$ cat config.mk
export PLATFORM = sky130hd
export DESIGN_NAME = bsev_ctrl
export DESIGN_NICKNAME = d
export VERILOG_FILES = /design/src/rtl/bsev_pkg.sv /design/src/rtl/bsev_ctrl.sv
export SDC_FILE = /design/constraint.sdc
export NUM_CORES = 1
export LEC_CHECK = 0
export ABC_AREA = 1
export ABC_CLOCK_PERIOD_IN_PS = 1500
export BUFFER_PORTS_ARGS = -buffer_cell sky130_fd_sc_hd__buf_2
export CORE_UTILIZATION = 42
export DETAILED_ROUTE_END_ITERATION = 8
export PLACE_DENSITY = 0.81
export SLEW_MARGIN = 30
export SYNTH_ARGS = -nofsm -noshare
export SYNTH_HDL_FRONTEND = slang
export SYNTH_SLANG_ARGS = --single-unit
export TNS_END_PERCENT = 5
$ cat constraint.sdc
create_clock -name clk_i -period 1.5 [get_ports clk_i]
set_clock_uncertainty 0.15 [all_clocks]
set_input_delay 0 -clock clk_i [delete_from_list [all_inputs] [get_ports clk_i]]
set_output_delay 0 -clock clk_i [all_outputs]
set_load 0.01 [all_outputs]
$ cat src/rtl/bsev_pkg.sv
// ----------------------------------------------------------------------------
// bsev_pkg
// Shared types, codes and constants of the Bezier surface evaluator.
// ----------------------------------------------------------------------------
package bsev_pkg;

  localparam int MAX_GRID_DIM = 8;
  localparam int COORD_WIDTH  = 32;
  localparam int DIM_IW       = $clog2(MAX_GRID_DIM);
  localparam int STORE_DEPTH  = MAX_GRID_DIM * MAX_GRID_DIM;
  localparam int ADDR_W       = $clog2(STORE_DEPTH);
  localparam int NUM_W        = 28;
  localparam int DIV_STEPS    = NUM_W;
  localparam int BIN_W        = 6;

  localparam logic [1:0] OP_WRITE = 2'd0;
  localparam logic [1:0] OP_MOVE  = 2'd1;
  localparam logic [1:0] OP_EVAL  = 2'd2;

  localparam logic [1:0] ST_OK        = 2'd0;
  localparam logic [1:0] ST_BAD_INDEX = 2'd1;
  localparam logic [1:0] ST_FEW_PTS   = 2'd2;

  localparam logic [1:0] CFG_PPR = 2'd0;
  localparam logic [1:0] CFG_ROP = 2'd1;
  localparam logic [1:0] CFG_SU  = 2'd2;
  localparam logic [1:0] CFG_SV  = 2'd3;

  localparam logic [1:0] RES_ZERO  = 2'd0;
  localparam logic [1:0] RES_POINT = 2'd1;
  localparam logic [1:0] RES_EVAL  = 2'd2;

  localparam logic [16:0] ONE_Q16 = 17'd65536;

  typedef struct packed {
    logic        [1:0]  operation;
    logic        [5:0]  point_index;
    logic signed [31:0] coord_x;
    logic signed [31:0] coord_y;
    logic signed [31:0] coord_z;
    logic        [11:0] sample_u_index;
    logic        [11:0] sample_v_index;
  } in_item_t;

  typedef struct packed {
    logic signed [31:0] pos_x;
    logic signed [31:0] pos_y;
    logic signed [31:0] pos_z;
    logic        [16:0] param_u;
    logic        [16:0] param_v;
    logic        [1:0]  status;
  } out_item_t;

  typedef struct packed {
    logic [3:0]  ppr;
    logic [3:0]  rop;
    logic [12:0] su;
    logic [12:0] sv;
  } cfg_t;

  typedef struct packed {
    logic              load_item;
    logic              div_step;
    logic              bern_step;
    logic [DIM_IW-1:0] bern_idx;
    logic              bern_cap;
    logic              acc_issue;
    logic [ADDR_W-1:0] acc_addr;
    logic [DIM_IW-1:0] acc_k;
    logic [DIM_IW-1:0] acc_l;
    logic              pt_read;
    logic              pt_write;
    logic              pt_move;
    logic              res_load;
    logic [1:0]        res_sel;
    logic [1:0]        res_status;
  } cmd_t;

  typedef logic [MAX_GRID_DIM-1:0][MAX_GRID_DIM-1:0][BIN_W-1:0] binom_tab_t;

  function automatic binom_tab_t make_binom();
    binom_tab_t t;
    t = '0;
    t[0][0] = BIN_W'(1);
    for (int n = 1; n < MAX_GRID_DIM; n++) begin
      t[n][0] = BIN_W'(1);
      for (int k = 1; k <= n; k++) begin
        t[n][k] = t[n-1][k-1] + ((k < n) ? t[n-1][k] : BIN_W'(0));
      end
    end
    return t;
  endfunction

  localparam binom_tab_t BINOM_TAB = make_binom();

endpackage

$ cat src/rtl/bsev_ctrl.sv
// ----------------------------------------------------------------------------
// bsev_ctrl
// Controller: checks each item and sequences the datapath.
// ----------------------------------------------------------------------------
module bsev_ctrl (
  input  logic               clk_i,
  input  logic               rst_ni,
  input  logic               start_i,
  input  bsev_pkg::in_item_t item_i,
  input  bsev_pkg::cfg_t     cfg_i,
  output logic               busy_o,
  output logic               done_o,
  output bsev_pkg::cmd_t     cmd_o
);
  import bsev_pkg::*;

  localparam logic [3:0] S_IDLE  = 4'd0;
  localparam logic [3:0] S_DIV   = 4'd1;
  localparam logic [3:0] S_BERN  = 4'd2;
  localparam logic [3:0] S_CAP   = 4'd3;
  localparam logic [3:0] S_ACC   = 4'd4;
  localparam logic [3:0] S_DRAIN = 4'd5;
  localparam logic [3:0] S_WRITE = 4'd6;
  localparam logic [3:0] S_READ  = 4'd7;
  localparam logic [3:0] S_MOVE  = 4'd8;
  localparam logic [3:0] S_DONE  = 4'd9;

  logic [3:0]        state_q, state_d;
  logic [4:0]        cnt_q, cnt_d;
  logic [DIM_IW-1:0] k_q, k_d, l_q, l_d;
  logic [ADDR_W-1:0] addr_q, addr_d;
  logic [1:0]        sel_q, sel_d;
  logic [1:0]        stat_q, stat_d;
  logic              done_q, done_d;
  logic [7:0]        npts;
  logic              last;

  assign npts = 8'(cfg_i.ppr) * 8'(cfg_i.rop);
  assign last = ({2'b00, addr_q} == 8'(npts - 8'd1));

  always_comb begin
    state_d = state_q;
    cnt_d   = cnt_q;
    k_d     = k_q;
    l_d     = l_q;
    addr_d  = addr_q;
    sel_d   = sel_q;
    stat_d  = stat_q;
    done_d  = 1'b0;
    cmd_o            = '0;
    cmd_o.bern_idx   = cnt_q[DIM_IW-1:0];
    cmd_o.acc_addr   = addr_q;
    cmd_o.acc_k      = k_q;
    cmd_o.acc_l      = l_q;
    cmd_o.res_sel    = sel_q;
    cmd_o.res_status = stat_q;
    unique case (state_q)
      S_IDLE: begin
        if (start_i) begin
          cmd_o.load_item = 1'b1;
          sel_d   = RES_ZERO;
          stat_d  = ST_OK;
          state_d = S_DONE;
          cnt_d   = '0;
          unique case (item_i.operation)
            OP_WRITE, OP_MOVE: begin
              if ({2'b00, item_i.point_index} >= npts) begin
                stat_d = ST_BAD_INDEX;
              end else begin
                sel_d   = RES_POINT;
                state_d = (item_i.operation == OP_WRITE) ? S_WRITE : S_READ;
              end
            end
            OP_EVAL: begin
              if (cfg_i.ppr < 4'd2 || cfg_i.rop < 4'd2) begin
                stat_d = ST_FEW_PTS;
              end else if ({1'b0, item_i.sample_u_index} > 13'(cfg_i.su - 13'd1) ||
                           {1'b0, item_i.sample_v_index} > 13'(cfg_i.sv - 13'd1)) begin
                stat_d = ST_BAD_INDEX;
              end else begin
                sel_d   = RES_EVAL;
                state_d = S_DIV;
              end
            end
            default: begin
            end
          endcase
        end
      end
      S_DIV: begin
        cmd_o.div_step = 1'b1;
        if (cnt_q == 5'(DIV_STEPS - 1)) begin
          cnt_d   = '0;
          state_d = S_BERN;
        end else begin
          cnt_d = cnt_q + 5'd1;
        end
      end
      S_BERN: begin
        cmd_o.bern_step = 1'b1;
        if (cnt_q == 5'(MAX_GRID_DIM - 2)) begin
          cnt_d   = '0;
          state_d = S_CAP;
        end else begin
          cnt_d = cnt_q + 5'd1;
        end
      end
      S_CAP: begin
        cmd_o.bern_cap = 1'b1;
        addr_d  = '0;
        k_d     = '0;
        l_d     = '0;
        state_d = S_ACC;
      end
      S_ACC: begin
        cmd_o.acc_issue = 1'b1;
        addr_d = addr_q + ADDR_W'(1);
        if ({1'b0, k_q} == 4'(cfg_i.ppr - 4'd1)) begin
          k_d = '0;
          l_d = l_q + DIM_IW'(1);
        end else begin
          k_d = k_q + DIM_IW'(1);
        end
        if (last) begin
          cnt_d   = '0;
          state_d = S_DRAIN;
        end
      end
      S_DRAIN: begin
        if (cnt_q == 5'd1) begin
          state_d = S_DONE;
        end else begin
          cnt_d = cnt_q + 5'd1;
        end
      end
      S_WRITE: begin
        cmd_o.pt_write = 1'b1;
        state_d = S_DONE;
      end
      S_READ: begin
        cmd_o.pt_read = 1'b1;
        state_d = S_MOVE;
      end
      S_MOVE: begin
        cmd_o.pt_move = 1'b1;
        state_d = S_DONE;
      end
      S_DONE: begin
        cmd_o.res_load = 1'b1;
        done_d  = 1'b1;
        state_d = S_IDLE;
      end
      default: begin
        state_d = S_IDLE;
      end
    endcase
  end

  always_ff @(posedge clk_i or negedge rst_ni) begin
    if (!rst_ni) begin
      state_q <= S_IDLE;
      cnt_q   <= '0;
      k_q     <= '0;
      l_q     <= '0;
      addr_q  <= '0;
      sel_q   <= RES_ZERO;
      stat_q  <= ST_OK;
      done_q  <= 1'b0;
    end else begin
      state_q <= state_d;
      cnt_q   <= cnt_d;
      k_q     <= k_d;
      l_q     <= l_d;
      addr_q  <= addr_d;
      sel_q   <= sel_d;
      stat_q  <= stat_d;
      done_q  <= done_d;
    end
  end

  assign busy_o = (state_q != S_IDLE);
  assign done_o = done_q;

endmodule

Word level (Yosys, flattened, before mapping)

Cells that the tools add are included.
W data, S select, Z words.

Bits in registers: 26
Input port bits: 165
Output and inout bits: 30
Logic and storage cells: 98

$add $sub $neg: 8
$mul: 1
Order comparisons: 5
Equality and inequality tests: 23
Muxes and demuxes: 40
Reductions and logical operators: 13

Operators by type and width:

| operator                | count |
|---|---|
| $mux W4                 | 8 |
| $pmux W4 S8             | 1 |
| $gt A12 B13 Y1          | 2 |
| $sub A13 B1 Y13 const B | 2 |
| $mux W5                 | 5 |
| $pmux W5 S5             | 1 |
| $eq A4 B3 Y1 const B    | 4 |
| $mux W1                 | 14 |
| $ne A2 B2 Y1 const B    | 7 |
| $pmux W3 S2             | 2 |
| $pmux W6 S2             | 1 |
| $eq A4 B2 Y1 const B    | 2 |
| $eq A4 B4 Y1 const B    | 2 |
| $eq A6 B8 Y1            | 1 |
| $ge A6 B8 Y1            | 1 |
| $lt A4 B2 Y1 const B    | 2 |
| $mul A4 B4 Y8           | 1 |
| $pmux W2 S2             | 2 |
| $pmux W4 S2             | 1 |
| $sub A8 B1 Y8 const B   | 1 |
| $add A3 B1 Y3 const B   | 2 |
| $add A6 B1 Y6 const B   | 1 |
| $mux W2                 | 3 |
| $mux W3                 | 2 |
| 19 further kinds        | 22 |

Depth between registers and ports, before layout

Depth after elaboration: 8
Depth in mapped cells: 22

Least setup slack after synthesis

OpenSTA, ideal clock, no wires.

Kind: input to register
From: input cfg_i[29] (netlist name)
To: register cnt_q[0]
Library setup time: 0.117 ns
Data arrival time: 2.774 ns
Data required time: 1.233 ns
Slack: -1.541 ns
Stages on the path: 17
Path buffers: 0
Path through: nand2_1 fa_1 inv_1 fa_1 inv_1 fa_1 nand3_1 nor2_1 nand2_1 nor2_1 nand2_1 nand2_1 nand3_2 nand2_2 nand2_2 nor2_2 nor2_1

Longest elaborated chain between the ends: 5

Ends and longest elaborated chain:

| what                               | RTL line         | RTL |
|---|---|---|
| start, declared                    | bsev_ctrl.sv:10  | `input bsev_pkg::cfg_t cfg_i,` |
| $mul A4 B4 Y8                      | bsev_ctrl.sv:38  | `assign npts = 8'(cfg_i.ppr) * 8'(cfg_i.rop);` |
| $sub A8 B1 Y8                      | bsev_ctrl.sv:39  | `assign last = ({2'b00, addr_q} == 8'(npts - 8'd1));` |
| $eq A6 B8 Y1                       | bsev_ctrl.sv:39  |  |
| $ne A2 B2 Y1 (no source line)      | n/a              |  |
| $reduce_and A4 Y1 (no source line) | n/a              |  |
| end signal, assigned               | bsev_ctrl.sv:171 | `cnt_q <= cnt_d;` |
| end, declared                      | bsev_ctrl.sv:29  | `logic [4:0] cnt_q, cnt_d;` |

Every way passes these cells.
A chain may end at the register's enable or synchronous reset.

Worst setup path in the final report

From: input cfg_i[30] (netlist name)
To: register cnt_q[0]

Same word-level chain as after synthesis.

==> impl_results.rst <==
.. list-table::
   :header-rows: 1

   * - Metric
     - Value
   * - Maximum clock rate
     - 335.0 MHz
   * - Layout Area Growth over Synthesis
     - 48.60%
   * - Switching Power
     - 2.776 mW
   * - First-pass GRT wire length
     - 17.23 mm
   * - Via count of the first global-routing pass
     - 4251
   * - Net total in the final layout
     - 966
   * - Post-route antenna net violation count
     - 0
   * - Number of nets produced by synthesis
     - 758
   * - Number of antenna cells inserted
     - 0
   * - Sequential share of power
     - 19.0%
   * - Leakage power summed over all cells
     - 3.126 nW
   * - Part of the total power dissipated in the clock network
     - 10.0%
   * - Insertion delay to the later sink of the worst-skew pair
     - 280 ps
   * - Setup bufs post-CTS
     - 0
   * - Die Span Y
     - 94.37 um
   * - Top Ports
     - 195
   * - Cell total after placement
     - 842
   * - CTS Buffer Depth
     - 2
   * - Number of slew-limit violations in the final report
     - 0
   * - Cell area after synthesis
     - 3583 um2
   * - Final-report setup violation count
     - 30
   * - Cell type with the largest total area after synthesis
     - dfrtp_1
   * - Number of library cell types mapped by synthesis
     - 39
   * - Core Box Area
     - 8217 um2
   * - Endpoint type of the worst setup path
     - flip-flop
   * - Post-layout worst setup margin
     - -1485 ps
   * - R2R cell count
     - 8
   * - Violation count after the first detailed-routing iteration
     - 116
   * - Clock buffers created by TritonCTS
     - 3
   * - Headroom to the max-slew limit
     - 59.45%
   * - TritonCTS clock tree
     - yes
   * - Worst-margin pin slew
     - 608.3 ps
   * - Share of synthesized registers carrying an async set or reset
     - 100.0%
   * - CTS Root Buffer Type
     - clkbuf_8
   * - Antenna violations before repair
     - 0
   * - Endpoint of the most critical setup path
     - cnt_q[0]
   * - Final WL
     - 10.34 mm
   * - Peak supply drop
     - 970.4 uV
   * - Critical path startpoint
     - cfg_i[30]
   * - Final Hold Fails
     - 0
   * - Library cell with the highest instance count after synthesis
     - nand2_1
   * - Row Count
     - 33
   * - Violated checks
     - negative setup slack
   * - Internal power summed over all cells
     - 3.249 mW
   * - Power density cells
     - 1131 nW/um2
   * - Fraction of power consumed by combinational cells
     - 71.1%
   * - Final instance area
     - 5325 um2
   * - Mean cell area of the mapped netlist
     - 6.673 um2
   * - # DRC
     - 0
   * - Worst flop-to-flop path endpoint
     - cnt_q[0]
   * - Clock-pin slew reported for the worst setup and hold paths after clock tree synthesis
     - 100 ps
   * - Unrepaired setup endpoints after global routing
     - true
   * - Effective utilization at floorplan
     - 43.61%
   * - Hold WC Path Type
     - in2reg
   * - Worst-path fanout max
     - 5
   * - Number of enable flip-flop cells after synthesis
     - 0
   * - PortBufs
     - 98
   * - Combined global-route utilization of all metal layers
     - 23.75%
   * - Layout cell share with drive strength beyond 1
     - 38.04%
   * - Outcome
     - finished, violations left
   * - Number of non-filler instances in the completed layout
     - 849
   * - Detail-routed via count per cell
     - 4.894
   * - H-tree levels
     - 1
   * - Top post-synthesis cells by count
     - nand2_1 (141), inv_1 (94), ha_1 (52), nand3_1 (47), nor2_1 (38)
   * - Data arrival time of the critical path
     - 3010 ps
   * - Cells taking the most area after synthesis
     - dfrtp_1 (18%), ha_1 (18%), nand2_1 (15%), inv_1 (9.8%), nand3_1 (6.6%)
   * - Placed wire-length estimate after detailed placement
     - 8.579 mm
   * - Worst hold slack
     - 27.25 ps
   * - Worst R2R Setup Slack
     - -290 ps
   * - Worst setup path class
     - in2reg
   * - Max-cap viol count
     - 0
   * - Die X-Extent
     - 94.37 um
   * - Mean routed wirelength per cell
     - 12.18 um
   * - Placer congestion estimate
     - 0.8824
   * - Die Footprint
     - 8906 um2
   * - Clock sink count
     - 26
   * - Min Clock Period, post-route
     - 2985 ps
   * - Yosys top cell area share
     - 18.16%
   * - Total overflow reported by the global router
     - 0
   * - Cell count after synthesis
     - 537
   * - Total cell area at the placement stage
     - 4986 um2
   * - Worst r2r src
     - cnt_q[1]
   * - Maximum number of pins on one net before global-route repair
     - 27
   * - Dominant synthesized flop cell
     - dfrtp_1
   * - Via count of the routed design
     - 4155
   * - Switching power as a share of total power
     - 46.07%
   * - #FFs+latches synth
     - 26
   * - Total number of yosys warnings
     - 0
   * - Number of fill cells in the layout
     - 666
   * - Fraction of the yosys area taken by sequential cells
     - 18.16%
   * - Iteration count of the initial detailed-routing pass
     - 4
   * - Final cycle utilization of the critical path
     - 199.0%
   * - Data required time of the critical path
     - 1530 ps
   * - Startpoint types
     - input port
## registers in the layout, indices dropped and copies added, names as in the netlist
name,cells
addr_q,6
cnt_q,5
done_o,1
k_q,3
l_q,3
sel_q,2
stat_q,2
state_q,4
## worst max-delay path: stages
cell,delay [ps]
buf_2,100
nand2_2,60
fa_1,530
inv_1,50
fa_1,520
inv_2,50
fa_2,610
nand3_2,160
nor2_4,140
nand2_1,100
nor2_1,120
nand2_1,70
nand2_1,70
nand3_2,110
nand2_4,100
nand2_4,70
nor2_2,100
nor2_1,50
## cells by family (layout without fill, tap and decap cells)
family	count (synthesis)	in the layout	synth area share [%]
and+or+nand+nor	275	275	34.64
buffers and inverters	105	312	11.73
AOI/OAI and AO/OA	44	44	7.298
xor gates and xnor gates	31	31	7.786
adders and majority gates	56	56	20.39
DFF	26	26	18.16
## through the flow
stage	util (%)	TNS (ps)	setup slack [ps]	power [mW]
floorplan	-	-18290	-1394	3.258
global placement	60.68	-20190	-1593	4.779
detailed placement	60.68	-22060	-1696	4.949
CTS	63.27	-17020	-1403	5.787
global route	64.81	-21270	-1640	6.543
finish	64.81	-17650	-1485	6.025
## power groups by stage
| stage | clock network [mW] | logic (mW) | registers (mW) |
|---|---|---|---|
| floorplan | 0 | 2.06 | 1.20 |
| global placement | 0 | 3.66 | 1.12 |
| detailed placement | 0 | 3.81 | 1.14 |
| CTS | 0.607 | 4.05 | 1.13 |
| global route | 0.627 | 4.74 | 1.18 |
| finish | 0.600 | 4.28 | 1.14 |
## routing by layer
layer	up-vias	track usage [%]	part of all wire (%)
li1	2133	-	-
met1	1889	26.04	41
met2	112	47.52	52
met3	21	3.060	5.0
met4	0	5.385	1.8
met5	-	0	0
## worst min-delay path by stage
stage	start	to	slack [ps]	depth (start not counted)
finish	start_i	sel_q[0]	30	5
global route	start_i	sel_q[0]	50	5
CTS	start_i	sel_q[0]	20	5
detailed placement	rst_ni	l_q[1]	-110	1
global placement	rst_ni	l_q[1]	-120	1
floorplan	rst_ni	addr_q[0]	-450	0
## cell type report
| type | count | area [um2] | share of cell area [%] |
|---|---|---|---|
| clock buffers | 3 | 41.29 | 0.7754 |
| clock inverters | 1 | 30.03 | 0.5639 |
| inverters | 98 | 367.9 | 6.908 |
| multi-input cells | 406 | 2743 | 51.50 |
| flip-flops and latches | 26 | 650.6 | 12.22 |
| well taps | 105 | 131.4 | 2.467 |
| repair buffers | 210 | 1361 | 25.56 |
## repair_timing
action / 4_1_cts / 5_1_grt
gates resized for setup: 34 / 27
pin swaps: 6 / 7
hold buffers: 3 / 0
setup endpoints to repair: 34 / 35
hold endpoints to repair: 30 / 0
## cells in the final DEF, fill, tap and decap left out, types with 10 or more instances in the layout
| cell | instances |
|---|---|
| nand4_1 | 10 |
| buf_4 | 103 |
| xnor2_1 | 12 |
| xor2_1 | 17 |
| ha_1 | 50 |
| nand3_1 | 43 |
| nor2_1 | 33 |
| a21oi_1 | 19 |
| inv_1 | 83 |
| nand2_2 | 12 |
| dfrtp_1 | 26 |
| inv_2 | 15 |
| nand2_1 | 134 |
| buf_2 | 98 |
Note: power is estimated with default switching activity, not from simulation.
